<file path="src/design/lftl_pkg.sv">
// ----------------------------------------------------------------------------
// Level frame package
// Types, constants and register indexes shared by the level frame converter.
// ----------------------------------------------------------------------------
package lftl_pkg;

    localparam int unsigned LEVEL_W      = 16;
    localparam int unsigned SCALE_W      = 20;
    localparam int unsigned FLIMIT_W     = 8;
    localparam int unsigned DLIMIT_W     = 7;
    localparam int unsigned PROD_W       = LEVEL_W + SCALE_W;
    localparam int unsigned LITRES_W     = 5;
    localparam int unsigned VALUE_W      = 7;
    localparam int unsigned RANK_W       = 8;
    localparam int unsigned DIR_W        = 8;
    localparam int unsigned CFG_IDX_W    = 2;

    localparam logic [7:0]          FRAME_HEADER  = 8'hFF;
    localparam logic [2:0]          FRAME_GOOD_LEN = 3'd4;
    localparam int unsigned         LitresMax     = 20;
    localparam int unsigned         Divisor       = 1000000;
    localparam logic [VALUE_W-1:0]  POWER_ON_VALUE = 7'd88;
    localparam logic [RANK_W-1:0]   FAULT_RANK    = 8'd128;

    localparam logic [SCALE_W-1:0]  SCALE_RESET   = 20'd70686;
    localparam logic [FLIMIT_W-1:0] FLIMIT_RESET  = 8'd3;
    localparam logic [DLIMIT_W-1:0] DLIMIT_RESET  = 7'd3;

    typedef enum logic [CFG_IDX_W-1:0] {
        CFG_LITRES_SCALE    = 2'd0,
        CFG_FAULT_LIMIT     = 2'd1,
        CFG_DIRECTION_LIMIT = 2'd2,
        CFG_UNUSED          = 2'd3
    } t_cfg_index;

    typedef struct packed {
        logic [2:0] frame_len;
        logic [7:0] byte_zero;
        logic [7:0] byte_one;
        logic [7:0] byte_two;
        logic [7:0] byte_three;
    } t_in_item;

    typedef struct packed {
        logic [LITRES_W-1:0] capacity_litres;
        logic                sensor_fault;
    } t_out_item;

    typedef struct packed {
        logic               good;
        logic [LEVEL_W-1:0] level;
    } t_cls_item;

    typedef struct packed {
        logic [SCALE_W-1:0]  litres_scale;
        logic [FLIMIT_W-1:0] fault_limit;
        logic [DLIMIT_W-1:0] direction_limit;
    } t_cfg;

endpackage

</file>
<file path="src/design/lftl_front.sv">
// ----------------------------------------------------------------------------
// Level frame front end
// Accepts received frames, checks length, header and checksum, and passes a
// classified item with its level on towards the queue.
// ----------------------------------------------------------------------------
module lftl_front import lftl_pkg::*; (
    input  logic      i_clk,
    input  logic      i_rst_n,
    input  logic      i_in_valid,
    output logic      o_in_ready,
    input  t_in_item  i_in_item,
    output logic      o_push,
    output t_cls_item o_cls_item,
    input  logic      i_q_ready
);

    logic      r_valid;
    t_cls_item r_item;
    t_cls_item n_item;
    logic [7:0] sum_low;

    always_comb begin
        sum_low = i_in_item.byte_zero + i_in_item.byte_one + i_in_item.byte_two;
        n_item.good  = (i_in_item.frame_len == FRAME_GOOD_LEN) &&
                       (i_in_item.byte_zero == FRAME_HEADER) &&
                       (sum_low == i_in_item.byte_three);
        n_item.level = {i_in_item.byte_one, i_in_item.byte_two};
    end

    assign o_in_ready = !r_valid || i_q_ready;
    assign o_push     = r_valid && i_q_ready;
    assign o_cls_item = r_item;

    always_ff @(posedge i_clk) begin
        if (!i_rst_n) begin
            r_valid <= 1'b0;
        end else if (o_in_ready) begin
            r_valid <= i_in_valid;
        end
        if (i_in_valid && o_in_ready) begin
            r_item <= n_item;
        end
    end

endmodule

</file>
<file path="src/design/lftl_queue.sv">
// ----------------------------------------------------------------------------
// Level frame queue
// Two-entry queue of classified frames between the front and back ends.
// ----------------------------------------------------------------------------
module lftl_queue import lftl_pkg::*; (
    input  logic      i_clk,
    input  logic      i_rst_n,
    input  logic      i_push,
    input  t_cls_item i_item,
    output logic      o_ready,
    output logic      o_valid,
    output t_cls_item o_item,
    input  logic      i_pop
);

    t_cls_item  r_mem [2];
    logic       r_wr_ptr;
    logic       r_rd_ptr;
    logic [1:0] r_count;
    logic       do_pop;

    assign o_valid = (r_count != 2'd0);
    assign do_pop  = i_pop && o_valid;
    assign o_ready = (r_count != 2'd2) || do_pop;
    assign o_item  = r_mem[r_rd_ptr];

    always_ff @(posedge i_clk) begin
        if (!i_rst_n) begin
            r_wr_ptr <= 1'b0;
            r_rd_ptr <= 1'b0;
            r_count  <= 2'd0;
        end else begin
            if (i_push) begin
                r_wr_ptr <= !r_wr_ptr;
            end
            if (do_pop) begin
                r_rd_ptr <= !r_rd_ptr;
            end
            unique case ({i_push, do_pop})
                2'b10:   r_count <= r_count + 2'd1;
                2'b01:   r_count <= r_count - 2'd1;
                default: r_count <= r_count;
            endcase
        end
        if (i_push) begin
            r_mem[r_wr_ptr] <= i_item;
        end
    end

endmodule

</file>
<file path="src/design/lftl_back.sv">
// ----------------------------------------------------------------------------
// Level frame back end
// Scales the level to whole litres, tracks bad frames and debounces the
// reported value, and holds each report in an output register.
// ----------------------------------------------------------------------------
module lftl_back import lftl_pkg::*; (
    input  logic      i_clk,
    input  logic      i_rst_n,
    input  t_cfg      i_cfg,
    input  logic      i_q_valid,
    input  t_cls_item i_q_item,
    output logic      o_pop,
    output logic      o_out_valid,
    input  logic      i_out_ready,
    output t_out_item o_out_item
);

    logic                r_s1_valid;
    logic                r_s1_good;
    logic [PROD_W-1:0]   r_s1_prod;
    logic                r_s2_valid;
    logic                r_s2_good;
    logic [LITRES_W-1:0] r_s2_litres;
    logic                r_out_valid;
    t_out_item           r_out_item;

    logic [VALUE_W-1:0]  r_rep_value;
    logic                r_rep_fault;
    logic [VALUE_W-1:0]  r_cand_value;
    logic                r_cand_fault;
    logic [DIR_W-1:0]    r_dir;
    logic [FLIMIT_W-1:0] r_bad;

    logic                s2_fire;
    logic                s2_en;
    logic                s1_en;
    logic [LITRES_W-1:0] n_litres;
    logic [PROD_W-1:0]   thr;
    logic [FLIMIT_W-1:0] bad_inc;
    logic [VALUE_W-1:0]  n_cand_value;
    logic                n_cand_fault;
    logic [FLIMIT_W-1:0] n_bad;
    logic [RANK_W-1:0]   rank_c;
    logic [RANK_W-1:0]   rank_r;
    logic [DIR_W-1:0]    dir_step;
    logic [DIR_W:0]      lim_pos;
    logic [DIR_W:0]      lim_neg;
    logic                report;

    assign s2_fire = r_s2_valid && (!r_out_valid || i_out_ready);
    assign s2_en   = !r_s2_valid || s2_fire;
    assign s1_en   = !r_s1_valid || s2_en;
    assign o_pop   = s1_en && i_q_valid;

    // Round half up of product over one million, saturating at the maximum.
    always_comb begin
        n_litres = '0;
        thr      = '0;
        for (int k = 1; k <= LitresMax; k++) begin
            thr = PROD_W'(k * Divisor - Divisor / 2);
            if (r_s1_prod >= thr) begin
                n_litres = LITRES_W'(k);
            end
        end
    end

    always_comb begin
        bad_inc = r_bad + 8'd1;
        if (r_s2_good) begin
            n_bad        = '0;
            n_cand_value = VALUE_W'(r_s2_litres);
            n_cand_fault = 1'b0;
        end else if (bad_inc >= i_cfg.fault_limit) begin
            n_bad        = '0;
            n_cand_value = '0;
            n_cand_fault = 1'b1;
        end else begin
            n_bad        = bad_inc;
            n_cand_value = r_cand_value;
            n_cand_fault = r_cand_fault;
        end
        rank_c   = n_cand_fault ? FAULT_RANK : RANK_W'(n_cand_value);
        rank_r   = r_rep_fault  ? FAULT_RANK : RANK_W'(r_rep_value);
        dir_step = (rank_c > rank_r) ? r_dir + 8'd1 : r_dir - 8'd1;
        lim_pos  = (DIR_W + 1)'(i_cfg.direction_limit);
        lim_neg  = -lim_pos;
        report   = (rank_c != rank_r) &&
                   (($signed({dir_step[DIR_W-1], dir_step}) > $signed(lim_pos)) ||
                    ($signed({dir_step[DIR_W-1], dir_step}) < $signed(lim_neg)));
    end

    always_ff @(posedge i_clk) begin
        if (!i_rst_n) begin
            r_s1_valid   <= 1'b0;
            r_s2_valid   <= 1'b0;
            r_out_valid  <= 1'b0;
            r_rep_value  <= POWER_ON_VALUE;
            r_rep_fault  <= 1'b0;
            r_cand_value <= POWER_ON_VALUE;
            r_cand_fault <= 1'b0;
            r_dir        <= '0;
            r_bad        <= '0;
        end else begin
            if (s1_en) begin
                r_s1_valid <= i_q_valid;
            end
            if (s2_en) begin
                r_s2_valid <= r_s1_valid;
            end
            if (s2_fire) begin
                r_out_valid  <= report;
                r_bad        <= n_bad;
                r_cand_value <= n_cand_value;
                r_cand_fault <= n_cand_fault;
                if (report) begin
                    r_rep_value <= n_cand_value;
                    r_rep_fault <= n_cand_fault;
                    r_dir       <= '0;
                end else if (rank_c != rank_r) begin
                    r_dir <= dir_step;
                end
            end else if (i_out_ready) begin
                r_out_valid <= 1'b0;
            end
        end
        if (o_pop) begin
            r_s1_good <= i_q_item.good;
            r_s1_prod <= PROD_W'(i_q_item.level) * PROD_W'(i_cfg.litres_scale);
        end
        if (s2_en && r_s1_valid) begin
            r_s2_good   <= r_s1_good;
            r_s2_litres <= n_litres;
        end
        if (s2_fire && report) begin
            r_out_item.capacity_litres <= n_cand_fault ? '0 : n_cand_value[LITRES_W-1:0];
            r_out_item.sensor_fault    <= n_cand_fault;
        end
    end

    assign o_out_valid = r_out_valid;
    assign o_out_item  = r_out_item;

endmodule

</file>
<file path="src/design/level_frame_to_litres_debounce.sv">
// ----------------------------------------------------------------------------
// Level frame to litres with debounce
// Converts level sensor frames to whole litres, declares a sensor fault after
// a run of bad frames and reports a new value only after debouncing.
// ----------------------------------------------------------------------------
//  Channel   Direction  Handshake                   Payload
//  in        input      i_in_valid / o_in_ready     i_in_item  (t_in_item)
//  out       output     o_out_valid / i_out_ready   o_out_item (t_out_item)
//  cfg       input      i_cfg_valid / o_cfg_ready   i_cfg_index, i_cfg_data
//
// One frame is accepted every cycle when the output is not stalled; the
// bound is the state update in the back end. A report passes through the
// front register, the queue, back-end stages s1 and s2 and the output
// register. Synchronous reset restores the registers to their reset values
// and empties the pipeline. A stalled output fills the back end, the queue
// and the front register, and then drops the input ready.
// ----------------------------------------------------------------------------
module level_frame_to_litres_debounce import lftl_pkg::*; (
    input  logic                 i_clk,
    input  logic                 i_rst_n,
    input  logic                 i_in_valid,
    output logic                 o_in_ready,
    input  t_in_item             i_in_item,
    output logic                 o_out_valid,
    input  logic                 i_out_ready,
    output t_out_item            o_out_item,
    input  logic                 i_cfg_valid,
    output logic                 o_cfg_ready,
    input  logic [CFG_IDX_W-1:0] i_cfg_index,
    input  logic [SCALE_W-1:0]   i_cfg_data
);

    t_cfg      r_cfg;
    logic      push;
    t_cls_item front_item;
    logic      q_ready;
    logic      q_valid;
    t_cls_item q_item;
    logic      pop;

    assign o_cfg_ready = 1'b1;

    always_ff @(posedge i_clk) begin
        if (!i_rst_n) begin
            r_cfg.litres_scale    <= SCALE_RESET;
            r_cfg.fault_limit     <= FLIMIT_RESET;
            r_cfg.direction_limit <= DLIMIT_RESET;
        end else if (i_cfg_valid) begin
            unique case (t_cfg_index'(i_cfg_index))
                CFG_LITRES_SCALE:    r_cfg.litres_scale    <= i_cfg_data;
                CFG_FAULT_LIMIT:     r_cfg.fault_limit     <= i_cfg_data[FLIMIT_W-1:0];
                CFG_DIRECTION_LIMIT: r_cfg.direction_limit <= i_cfg_data[DLIMIT_W-1:0];
                default:             r_cfg                 <= r_cfg;
            endcase
        end
    end

    lftl_front u_front (
        .i_clk      (i_clk),
        .i_rst_n    (i_rst_n),
        .i_in_valid (i_in_valid),
        .o_in_ready (o_in_ready),
        .i_in_item  (i_in_item),
        .o_push     (push),
        .o_cls_item (front_item),
        .i_q_ready  (q_ready)
    );

    lftl_queue u_queue (
        .i_clk   (i_clk),
        .i_rst_n (i_rst_n),
        .i_push  (push),
        .i_item  (front_item),
        .o_ready (q_ready),
        .o_valid (q_valid),
        .o_item  (q_item),
        .i_pop   (pop)
    );

    lftl_back u_back (
        .i_clk       (i_clk),
        .i_rst_n     (i_rst_n),
        .i_cfg       (r_cfg),
        .i_q_valid   (q_valid),
        .i_q_item    (q_item),
        .o_pop       (pop),
        .o_out_valid (o_out_valid),
        .i_out_ready (i_out_ready),
        .o_out_item  (o_out_item)
    );

endmodule

</file>
<file path="config.mk">
export PLATFORM = sky130hd
export DESIGN_NAME = level_frame_to_litres_debounce
export DESIGN_NICKNAME = d
export VERILOG_FILES = /design/src/design/lftl_pkg.sv /design/src/design/lftl_front.sv /design/src/design/lftl_queue.sv /design/src/design/lftl_back.sv /design/src/design/level_frame_to_litres_debounce.sv
export SDC_FILE = /design/constraint.sdc
export NUM_CORES = 1
export LEC_CHECK = 0
export ABC_AREA = 1
export BUFFER_PORTS_ARGS = -buffer_cell sky130_fd_sc_hd__buf_2
export CAP_MARGIN = 20
export CORE_ASPECT_RATIO = 0.6
export CORE_MARGIN = 8
export CORE_UTILIZATION = 50
export CTS_CLUSTER_SIZE = 25
export DETAILED_ROUTE_END_ITERATION = 7
export PLACE_DENSITY = 0.69
export SYNTH_ARGS = -nofsm -noshare
export SYNTH_HDL_FRONTEND = slang
export SYNTH_HIERARCHICAL = 1
export SYNTH_SLANG_ARGS = --single-unit
</file>
<file path="constraint.sdc">
create_clock -name i_clk -period 6 [get_ports i_clk]
set_input_delay 0.3 -clock i_clk [delete_from_list [all_inputs] [get_ports i_clk]]
set_output_delay 0.3 -clock i_clk [all_outputs]
set_load 0.01 [all_outputs]
</file>
### After elaboration in Yosys (flattened, before gate mapping)

Memory sizes are Yosys's and may differ from the RTL's. A register that Yosys moved wholly into a read port is not among the register bits.
Cells that the tools add are included.

* flip-flop bits (word level): 141
* logic and storage cells: 138
* memories: 1
* RAM bits: 34

Memory list
* u_queue.r_mem: words 2, width 17, rd ports 1, clocked after Yosys merged registers in 1, write ports 1, RTL line lftl_queue.sv:16 `t_cls_item r_mem [2];`

* order comparisons: 24
* $mul: 1
* reductions and logical operators: 33
* multiplexer cells: 37
* add/sub/neg operators: 8
* eq/ne operators: 9

Operators with widths (count)
* >= comparator 36 x 24 -> 1 bit (second input constant): 9
* >= comparator 36 x 23 -> 1 bit (second input constant): 4
* >= comparator 36 x 25 -> 1 bit (second input constant): 3
* >= comparator 36 x 22 -> 1 bit (second input constant): 2
* two-way mux 8 bit: 7
* >= comparator 36 x 19 -> 1 bit (second input constant): 1
* >= comparator 36 x 21 -> 1 bit (second input constant): 1
* multiplier 16 x 20 -> 36 bit: 1
* two-way mux 4 bit: 8
* two-way mux 3 bit: 8
* adder 8 x 1 -> 8 bit (second input constant): 2
* adder 8 bit: 2
* > comparator 8 bit: 2
* two-way mux 7 bit: 2
* logical AND 1 bit: 10
* AND reduction 2 bit: 5
* less-than comparator 8 x 9 -> 1 bit: 1
* two-way mux 1 bit: 9
* negation 7 -> 9 bit: 1
* == test 8 bit: 1
* == test 8 bit (second input constant): 1
* >= comparator 8 bit: 1
* inequality test 8 bit: 1
* nonzero test 2 bit: 4
* other kinds (13): 26

### Logic depth before layout (Yosys ltp)

Gate-level depths: netlist of run 1.

* depth after elaboration: 20
* depth in mapped cells: 41
* depth with buffers taken out: 41

### By module

The synthesis of run 1 kept the hierarchy.

By module, submodules not included
* lftl_back: area each 15630.0 sq um, times used 1, cells each 2038, seq. area each 2021.9 sq um
* level_frame_to_litres_debounce: area each 1547.7 sq um, times used 1, cells each 209, seq. area each 700.7 sq um
* lftl_queue: area each 1520.2 sq um, times used 1, cells each 90, seq. area each 1121.1 sq um
* lftl_front: area each 1204.9 sq um, times used 1, cells each 129, seq. area each 530.5 sq um

### Least setup slack after synthesis of run 1

OpenSTA, ideal clock, no wires.

* path type: register to register
* from: register (tool-made name)
* to: register u_back.r_s1_prod[32], data pin
* path slack: -0.114 ns
* arrival time: 5.849 ns
* period minus slack after synthesis: 6.114 ns
* data required time: 5.735 ns
* stages on the path, launching flop included: 27
* path through: dfxtp_1 -> buf_6 -> buf_12 -> mux2_4 -> clkbuf_1 -> nand2_1 -> fa_1 -> inv_1 -> fa_1 -> inv_1 -> fa_1 -> inv_1 -> fa_1 -> inv_1 -> fa_1 -> inv_1 -> fa_1 -> ha_1 -> a21oi_1 -> nor2_1 -> nor2_1 -> o21ai_2 -> a21boi_1 -> o21ai_2 -> a21boi_1 -> o21ai_0 -> xor2_1

RTL lines
* to (signal assigned): RTL line lftl_back.sv:128 `r_s1_prod <= PROD_W'(i_q_item.level) * PROD_W'(i_cfg.litres_scale);`
* to (decl): RTL line lftl_back.sv:20 `logic [PROD_W-1:0] r_s1_prod;`

==> impl_results.md, run 1 <==
- HPWL Detailed: roughly 42000 µm
- Clk slew on worst S/H paths: 0.08 ns
- Port buffer count: 69
- Routed wire length: about 55000 µm
- Final Non-Filler Cells: between 3000 and 4000
- Type of origin of the critical path: flop
- Critical path class: flop to flop
- Routed vias/inst: 5.349
- DR vias: roughly 17000
- Clk sinks: ~170
- Status: finished with violations
- Diode count: 0
- ANT nets after route: 0
- Vias in the first global route: 16332
- Cell taking the most area after synthesis: fa_1
- CTS Buf Count: 17
- Multi-input logic area: 13990 µm²
- Max Freq: 166.5 MHz
- Die area: 46650 µm²
- Worst Skew: 0.01396 ns
- First-pass GRT wire length: approximately 84000 µm
- Ports: 71
- Count of pins over their slew limit: 0
- CP Capture Type: flop
- Total of max-cap violations: 0
- CTS root buf: clkbuf_16
- Die Span Y: around 170 µm
- Worst-Skew Late Latency: between 0.4 and 0.5 ns
- CP required: 6.20 ns
- Gr ovfl total: 0
- CTS Hold Bufs: 0
- Post-synthesis area per instance: a little over 8 µm²
- Antenna violations before repair: 1
- TritonCTS clock tree: yes
- PnR worst setup slack: -0.007260 ns
- Share of cells above drive strength 1: 0.2011
- Number of setup violations in the final report: 1
- Final nets: just over 3000
- Core Region: 39170 µm²
- Crit share post-route: 1.001
- Synth area leaders: fa_1, edfxtp_1, nand2_1
- # H-tree levels: 4
- Yosys reg bits: about 170
- Hold WS: 0.02915 ns
- DP Cell Count: 3084
- Number of detailed-route iterations in the first pass: 6
- GP Congestion: between 0.9 and 1
- Max-slew headroom: 0.3936
- Synthesized net count: 2937
- Data arrival, critical path: approximately 6.2 ns
- Main flop type after synthesis: edfxtp_1
- Post-synth ARST share: 0
- Row count: 56
- Post-synthesis sequential area ratio: 0.2198
- Initial Utilization: 0.5081
- Largest net degree at the start of global routing: 50
- Worst Max-Slew Pin Slew: 0.9096 ns
- Distinct cell type count after synthesis: 57
- Area Overhead vs Synth: 18.83%
- Failing checks: setup timing
- Final hold vios: 0
- Die X: 273.6 µm
- CP Max Fanout: 8
- Seq. cell area: 4383 µm²
- RSZ-0062 raised after global routing: yes
- Share of the synthesized area in the top cell type: 0.2605
- Syn Inst Count: 2466
- YS warnings: 6
- Finished Core Util: 0.6038
- Global Route Usage Sum: 0.2248
- DRC Markers: 0
- Min-Delay Path Class: input pin to flop
- Fill cells: 3282
- Bufs on Longest Clock Path: 2
- Synthesized cell area: between 15000 and 20000 µm²
- Routed WL per cell: 17.50 µm
- First-iteration detailed-routing DRC count: 1475
- Final worst path period need: 6.007 ns
- Worst Setup Slack post-DPL: -0.2497 ns
- Post-synth EDFFs: 95
==> kinds of logic after synthesis <==
logic type,share of synthesized area
buffers and inverters,0.1309
muxes,0.01150
and+or+nand+nor,0.1918
AOI/OAI and AO/OA,0.06683
adders and majority gates,0.3548
DFF,0.2198
xor gates and xnor gates,0.02414
other,0.0001884
==> sequential cells by signal, summed over array words and instances (netlist names), 2 cells and up, named ones only <==
register / count
u_back/r_dir: 8
u_back/r_bad: 8
u_front/o_cls_item: 17
u_back/o_out_item: 6
u_back/r_s1_prod: 31
r_cfg: 35
u_back/r_rep_value: 7
u_back/r_s2_litres: 5
u_back/r_cand_value: 7
u_queue/r_count: 2
u_queue/r_mem: 34
==> cells in the mapped netlist, drive strengths merged, types with 5 or more instances <==
master / count
nand3b: 5
a31oi: 9
nor2: 161
nand4: 17
a21oi: 106
mux2: 17
o21a: 6
xor2: 33
fa: 259
nand3: 87
dfxtp: 76
xnor2: 21
inv: 572
ha: 150
nand2: 644
o21ai: 46
clkbuf: 79
a21boi: 9
a211oi: 8
o211ai: 5
nor3: 13
buf: 16
edfxtp: 95
==> repair_timing <==
action,4_1_cts,5_1_grt
pin swaps,15,162
resized for setup,30,235
endpoints found under the setup margin,28,39
buffers inserted,4,39
cloned,2,7
==> layer usage <==
| metal | up-vias | wire, µm | track usage |
|---|---|---|---|
| li1 | 7814 | - | - |
| met5 | - | 13 | 0 |
| met2 | 772 | 23150 | 0.3244 |
| met1 | 8279 | 25970 | 0.3424 |
| met3 | 78 | 5335 | 0.05033 |
| met4 | 2 | 954 | 0.04479 |
==> layout by cell type (no fill, tap or decap), types with 73 or more instances in the layout <==
| cell type | instances |
|---|---|
| a21oi_1 | 78 |
| edfxtp_1 | 95 |
| ha_1 | 114 |
| inv_1 | 531 |
| nand2_1 | 598 |
| fa_1 | 242 |
| nand3_1 | 77 |
| buf_4 | 131 |
| dfxtp_1 | 73 |
| nor2_1 | 140 |
==> cell type report <==
class,instances,share of cell area
clock buffer,17,0.01799
clock inverter,15,0.008041
inverter,572,0.09110
multi-input combinational,1635,0.5916
sequential,171,0.1853
tap,522,0.02762
timing repair buffer,236,0.07830
==> metrics by stage <==
| stage | cell area [µm²] | TNS (ns) |
|---|---|---|
| after floorplan | 19920 | 0 |
| after global placement | 21450 | -0.1948 |
| after detailed placement | 21450 | -1.839 |
| after CTS | 22260 | -0.1294 |
| after global routing | 23650 | -1.179 |
| final | 23650 | -0.007260 |
==> worst max-delay path, cell delays in order (launching register included) <==
cell       delay, ns
dfxtp_4         0.40
buf_12          0.15
buf_8           0.14
mux2_4          0.38
buf_6           0.14
buf_4           0.15
nand2_2         0.06
fa_1            0.42
fa_1            0.51
inv_1           0.07
fa_1            0.45
fa_1            0.54
fa_1            0.44
fa_1            0.56
ha_4            0.23
a21oi_2         0.15
o21a_1          0.20
o21ai_2         0.09
a2111oi_4       0.35
o41ai_4         0.15
xor2_1          0.16
==> final timing paths <==
kind,cells past startpoint,to,slack (ns),from
worst min register to register,0,u_back/r_s2_good$_DFFE_PP_,0.44,u_back/r_s1_good$_DFFE_PP_
worst max register to register,20,u_back/r_s1_prod[33]$_DFFE_PP_,-0.007,flop
worst max-delay path,20,u_back/r_s1_prod[33]$_DFFE_PP_,-0.007,flop
worst min-delay path,1,u_front/o_cls_item[0]$_DFFE_PP_,0.03,i_in_item[8]
Power of run 1 is not shown: default switching activity piles up to over one toggle a cycle in this logic, so the estimate is an artifact.
==> run 2: changes to the inputs <==
- BUFFER_PORTS_ARGS: -buffer_cell sky130_fd_sc_hd__buf_2 -> unset
- DONT_BUFFER_PORTS: unset -> 1
- PLACE_DENSITY: 0.69 -> 0.68
==> run 2 against run 1 <==
Against the previous run:
- the flow still finishes with violations (setup timing)
- count of clock-buffer cells in the layout up 1
- routed wire length about the same
- worst hold slack worse by 0.011 ns
- die area unchanged
- cell area down 1.6%
- clock skew down 0.0011 ns
==> impl_results.md, run 2 (synthesis gave the netlist of run 1 again) <==
- Worst Skew: 0.01289 ns (was 0.01396 ns)
- Gr ovfl total: 0 (unchanged)
- Max-slew headroom: 0.3458 (was 0.3936)
- CP required: 6.20 ns (about the same)
- Status: finished with violations (unchanged)
- Largest net degree at the start of global routing: 47 (was 50)
- Routed wire length: 55380 µm (was 55430 µm)
- Vias in the first global route: 16804 (was 16332)
- Die Span Y: 170.5 µm (unchanged)
- Crit share post-route: 1.008 (was 1.001)
- Diode count: 0 (unchanged)
- GP Congestion: 0.9119 (was 0.9236)
- Clk slew on worst S/H paths: 0.08 ns (about the same)
- Global Route Usage Sum: 0.2374 (was 0.2248)
- Critical Path Most Common Cell: fa_1 (unchanged)
- First-iteration detailed-routing DRC count: 1818 (was 1475)
- Area Overhead vs Synth: 16.98% (was 18.83%)
- Final nets: 3067 (was 3104)
- Critical path's largest stage delay: 0.56 ns (about the same)
- Worst Hold End: r_cfg[7]$_SDFFE_PN1P_ (was u_front/o_cls_item[0]$_DFFE_PP_)
- Final hold vios: 0 (unchanged)
- CP Cell Sequence: buf_12 > mux2_4 > buf_6 > nand2_1 > fa_1 > inv_1 > fa_1 > inv_1 > fa_1 > inv_1 > fa_1 > fa_1 > fa_1 > ha_4 > a21oi_2 > inv_1 > a31oi_4 > o21ai_2 > a2111oi_4 > o41ai_2 > xor2_1 (was buf_12 > buf_8 > mux2_4 > buf_6 > buf_4 > nand2_2 > fa_1 > fa_1 > inv_1 > fa_1 > fa_1 > fa_1 > fa_1 > ha_4 > a21oi_2 > o21a_1 > o21ai_2 > a2111oi_4 > o41ai_4 > xor2_1)
- CP Capture Type: flop (unchanged)
- Hold path startpoint: i_cfg_data[0] (was i_in_item[8])
- DRC Markers: 0 (unchanged)
- Seq. cell area: 4384 µm² (was 4383 µm²)
- Number of setup violations in the final report: 5 (was 1)
- Fill cells: 3375 (was 3282)
- Biggest register: r_cfg (unchanged)
- CP Max Fanout: 8 (unchanged)
- RSZ-0062 raised after global routing: yes (unchanged)
- Count of pins over their slew limit: 0 (unchanged)
- Worst Max-Slew Pin Slew: 0.9813 ns (was 0.9096 ns)
- Commonest cells after routing, fill and taps aside: nand2_1, inv_1, fa_1, buf_4, nor2_1 (was nand2_1, inv_1, fa_1, nor2_1, buf_4)
- Hold WS: 0.01850 ns (was 0.02915 ns)
- Share of cells above drive strength 1: 0.1583 (was 0.2011)
- Endpoint of the worst-slack reg-to-reg timing path: u_back/r_s1_prod[33]$_DFFE_PP_ (unchanged)
- Commonest non-fill, non-tap cell in the layout: nand2_1 (unchanged)
- Final worst path period need: 6.045 ns (was 6.007 ns)
- Multi-input logic area: 13660 µm² (was 13990 µm²)
- ANT nets after route: 0 (unchanged)
- WHS Path Cells: 2 (was 1)
- Buffers & Inverters on Critical Path: 6 (was 5)
- Min-Delay Path Class: input pin to flop (unchanged)
- Critical path class: flop to flop (unchanged)
- Regs by FF count: r_cfg: 35 flops, u_queue/r_mem: 34 flops, u_back/r_s1_prod: 31 flops (unchanged)
- First-pass GRT wire length: 88330 µm (was 84220 µm)
- Failing checks: setup timing (unchanged)
- HPWL Detailed: 42190 µm (was 41860 µm)
- Total of max-cap violations: 0 (unchanged)
- Reg2reg setup slack: -0.05 ns (was -0.007 ns)
- Antenna violations before repair: 0 (was 1)
- Initial Utilization: 0.5081 (unchanged)
- CP max stage cell: fa_1 (unchanged)
- Routed vias/inst: 5.331 (was 5.349)
- Worst Reg2Reg Path Length in Cells: 21 (was 20)
- TritonCTS clock tree: yes (unchanged)
- Routed WL per cell: 17.69 µm (was 17.50 µm)
- Row count: 56 (unchanged)
- Number of detailed-route iterations in the first pass: 5 (was 6)
- Clk sinks: 171 (unchanged)
- CP delay by family, top: adder cells (unchanged)
- # H-tree levels: 4 (unchanged)
- Port buffer count: 0 (was 69)
- DR vias: 16692 (was 16945)
- CTS Buf Count: 17 (unchanged)
- CTS root buf: clkbuf_16 (unchanged)
- Bufs on Longest Clock Path: 2 (unchanged)
- Max Freq: 165.4 MHz (was 166.5 MHz)
- Die area: 46650 µm² (unchanged)
- Core Region: 39170 µm² (unchanged)
- PnR worst setup slack: -0.04510 ns (was -0.007260 ns)
- Type of origin of the critical path: flop (unchanged)
- Ports: 71 (unchanged)
- Data arrival, critical path: 6.24 ns (was 6.20 ns)
- Finished Core Util: 0.5944 (was 0.6038)
- Worst-Skew Late Latency: 0.46 ns (about the same)
- Die X: 273.6 µm (unchanged)
- Max reg flops: 35 (unchanged)
run 2: cell count changes in the layout (fill, tap and decap cells not counted), sizes merged:
cell         delta
inv             -1
clkbuf          -1
bufinv          +2
clkinv          -2
dlygate4sd3    +30
buf            -62
mux2            -3
run 2: what timing repair did:
item / in CTS / in global routing
gates resized for setup: 67 / 122
pin swaps: 49 / 85
buffers inserted: 22 / 22
setup endpoints to repair: 36 / 39
hold buffers: 31 / 0
gates cloned: 5 / 1
endpoints found under the hold margin: 62 / 0
run 2: stage by stage:
| stage | instance area (µm²) | TNS [ns] | std cells | worst slack, ns |
|---|---|---|---|---|
| after global routing | 23280 | -3.845 | 3131 | -0.2654 |
| after CTS | 22650 | -0.3989 | 3110 | -0.05625 |
| after global placement | 21120 | -0.2658 | 3020 | -0.07871 |
| final | 23280 | -0.1432 | 3131 | -0.04510 |
| after floorplan | 19920 | 0 | 2466 | 0.03861 |
| after detailed placement | 21120 | -2.976 | 3020 | -0.1970 |
run 2: cell type report:
type	instances	area share
Sequential cell	171	0.1883
Inverter	572	0.09243
Multi-Input combinational cell	1632	0.5866
Tap cell	522	0.02805
Timing Repair Buffer	202	0.07696
Clock buffer	18	0.01843
Clock inverter	14	0.009243
run 2: metal layers:
metal | GRT usage | wire length, µm
met4 | 0.05627 | 970
met1 | 0.3579 | 25520
met2 | 0.3423 | 23140
met5 | 0 | 0
met3 | 0.05381 | 5749
run 2: worst max path at each step:
stage	start	endpoint	slack, ns	cells past startpoint
floorplan	flop	u_back/r_s1_prod[30]$_DFFE_PP_	0.04	25
global placement	flop	u_back/r_s1_prod[30]$_DFFE_PP_	-0.08	19
detailed placement	flop	u_back/r_s1_prod[34]$_DFFE_PP_	-0.20	22
CTS	u_back/r_bad[1]$_SDFFE_PN0P_	u_back/r_dir[0]$_SDFFE_PN0P_	-0.06	38
global route	flop	u_back/r_s1_prod[35]$_DFFE_PP_	-0.27	34
finish	flop	u_back/r_s1_prod[33]$_DFFE_PP_	-0.05	21
run 2: worst register-to-register path: cells and delay by family, from the launching register on:
family,cells,cell delay [ns]
XOR/XNOR,1,0.16
buffers and inverters,6,0.60
AO/OA/AOI/OAI,5,0.95
AND/OR/NAND/NOR,1,0.09
flip-flops,1,0.37
adder cells (fa/ha/maj),7,3.30
multiplexers,1,0.30
Power of run 2 is left out for the same reason.
==> run 3: changes to the inputs <==
- CTS_BUF_LIST: unset -> sky130_fd_sc_hd__clkbuf_2
- TNS_END_PERCENT: unset -> 30
==> run 3 against run 2 <==
Against the previous run:
- the run still ends with setup timing left
- critical path type unchanged
- die area is the same
- register-to-register slack gained 0.03 ns
- worst hold slack better by 0.090 ns
- global-route usage grew 0.063 points
- first-iteration DRC count grew 1.6%
- setup slack better by 0.029 ns
- via count rose by 2.4%
- utilization increased by 0.71 points
- clock skew grew 0.051 ns
- critical path depth up 7
- cell area increased by 1.2%
- critical endpoint is now u_back/r_s1_prod[31]$_DFFE_PP_
==> impl_results.md, run 3 (synthesis gave the netlist of run 1 again) <==
- DRC Markers: 0 (unchanged)
- CP required: 6.66 ns (was 6.20 ns)
- Data arrival, critical path: 6.68 ns (was 6.24 ns)
- First-pass GRT wire length: 88940 µm (was 88330 µm)
- Number of setup violations in the final report: 3 (was 5)
- WHS Path Cells: 1 (was 2)
- Row count: 56 (unchanged)
- Worst Skew: 0.06435 ns (was 0.01289 ns)
- Share of cells above drive strength 1: 0.1618 (was 0.1583)
- Critical Path Most Common Cell: fa_1 (unchanged)
- Core Region: 39170 µm² (unchanged)
- Final nets: 3121 (was 3067)
- TritonCTS clock tree: yes (unchanged)
- Antenna violations before repair: 1 (was 0)
- CTS root buf: clkbuf_2 (was clkbuf_16)
- PnR worst setup slack: -0.01584 ns (was -0.04510 ns)
- DR vias: 17096 (was 16692)
- Regs by FF count: r_cfg: 35 flops, u_queue/r_mem: 34 flops, u_back/r_s1_prod: 31 flops (unchanged)
- Bufs on Longest Clock Path: 2 (unchanged)
- CP max stage cell: fa_1 (unchanged)
- Count of pins over their slew limit: 0 (unchanged)
- Critical path class: flop to flop (unchanged)
- Die area: 46650 µm² (unchanged)
- HPWL Detailed: 42190 µm (unchanged)
- Total of max-cap violations: 0 (unchanged)
- Die Span Y: 170.5 µm (unchanged)
- Commonest cells after routing, fill and taps aside: nand2_1, inv_1, fa_1, buf_4, nor2_1 (unchanged)
- Area Overhead vs Synth: 18.38% (was 16.98%)
- Clk sinks: 171 (unchanged)
- Multi-input logic area: 13700 µm² (was 13660 µm²)
- Critical path's largest stage delay: 0.55 ns (was 0.56 ns)
- Routed wire length: 56800 µm (was 55380 µm)
- Final worst path period need: 6.016 ns (was 6.045 ns)
- Die X: 273.6 µm (unchanged)
- Fill cells: 3325 (was 3375)
- Max reg flops: 35 (unchanged)
- ANT nets after route: 0 (unchanged)
- Commonest non-fill, non-tap cell in the layout: nand2_1 (unchanged)
- Type of origin of the critical path: flop (unchanged)
- Status: finished with violations (unchanged)
- Biggest register: r_cfg (unchanged)
- # H-tree levels: 4 (unchanged)
- Seq. cell area: 4384 µm² (unchanged)
- Clk slew on worst S/H paths: 0.30 ns (was 0.08 ns)
- Vias in the first global route: 17165 (was 16804)
- Global Route Usage Sum: 0.2380 (was 0.2374)
- Gr ovfl total: 0 (unchanged)
- Worst-Skew Late Latency: 0.89 ns (was 0.46 ns)
- CP Capture Type: flop (unchanged)
- Routed vias/inst: 5.366 (was 5.331)
- Final hold vios: 0 (unchanged)
- CP Max Fanout: 5 (was 8)
- First-iteration detailed-routing DRC count: 1847 (was 1818)
- Failing checks: setup timing (unchanged)
- RSZ-0062 raised after global routing: yes (unchanged)
- Worst Setup Slack post-DPL: -0.1970 ns (unchanged)
- Number of detailed-route iterations in the first pass: 8 (was 5)
- Max-slew headroom: 0.3371 (was 0.3458)
- Crit share post-route: 1.003 (was 1.008)
- Port buffer count: 0 (unchanged)
- Hold WS: 0.1089 ns (was 0.01850 ns)
- Worst Max-Slew Pin Slew: 0.9943 ns (was 0.9813 ns)
- Ports: 71 (unchanged)
- Worst Reg2Reg Path Length in Cells: 28 (was 21)
- Largest net degree at the start of global routing: 50 (was 47)
- Initial Utilization: 0.5081 (unchanged)
- Min-Delay Path Class: input pin to flop (unchanged)
- Max Freq: 166.2 MHz (was 165.4 MHz)
- CTS Buf Count: 17 (unchanged)
- Routed WL per cell: 17.83 µm (was 17.69 µm)
- GP Congestion: 0.9119 (unchanged)
## run 3: critical path: cells and delay by family, from the launching register on
family	cells	cell delay (ns)
buffers and inverters	10	0.78
XOR/XNOR	1	0.08
AND/OR/NAND/NOR	6	0.44
adder cells (fa/ha/maj)	7	3.25
AO/OA/AOI/OAI	3	0.51
flip-flops	1	0.44
multiplexers	1	0.30
## run 3: worst paths after layout
| path | start | to | slack, ns |
|---|---|---|---|
| worst max register to register | flop | u_back/r_s1_prod[31]$_DFFE_PP_ | -0.02 |
| worst min register to register | u_front/o_cls_item[5]$_DFFE_PP_ | u_queue/r_mem[0][5]$_DFFE_PP_ | 0.48 |
| worst min-delay path | i_in_item[13] | u_front/o_cls_item[5]$_DFFE_PP_ | 0.11 |
| worst max-delay path | flop | u_back/r_s1_prod[31]$_DFFE_PP_ | -0.02 |
## run 3: timing repair
item                                   4_1_cts  5_1_grt
setup buffers                               30       15
gates cloned                                 3        4
pin swaps                                   49       93
setup endpoints to repair                   36       39
endpoints found under the hold margin      112        2
gates resized for setup                     68      131
hold buffers                                81        2
## run 3: final cells by class
class                           instances  share of cell area
Antenna cell                            1           0.0001062
Clock buffer                           18            0.003824
Clock inverter                         14            0.009134
Inverter                              572             0.09124
Multi-Input combinational cell       1632              0.5813
Sequential cell                       171              0.1861
Tap cell                              522             0.02772
Timing Repair Buffer                  256              0.1006
## run 3: layer usage
metal,GRT usage,wire [µm],vias up,share of wire
met2,0.3494,23680,903,0.42
met3,0.06246,6379,121,0.11
met1,0.3473,25620,8239,0.45
met5,0,0,-,0
met4,0.05926,1122,0,0.020
li1,-,-,7833,-
## run 3: metrics by stage
| stage | instances | TNS (ns) | util | area, µm² |
|---|---|---|---|---|
| 2_1_floorplan | 2466 | 0 | - | 19920 |
| 3_3_place_gp | 3020 | -0.2658 | 0.5392 | 21120 |
| 3_5_place_dp | 3020 | -2.976 | 0.5392 | 21120 |
| 4_1_cts | 3166 | -0.006683 | 0.5842 | 22880 |
| 5_1_grt | 3186 | -2.497 | 0.6015 | 23560 |
| 6_report | 3186 | -0.02469 | 0.6015 | 23560 |
Power of run 3 is left out for the same reason.
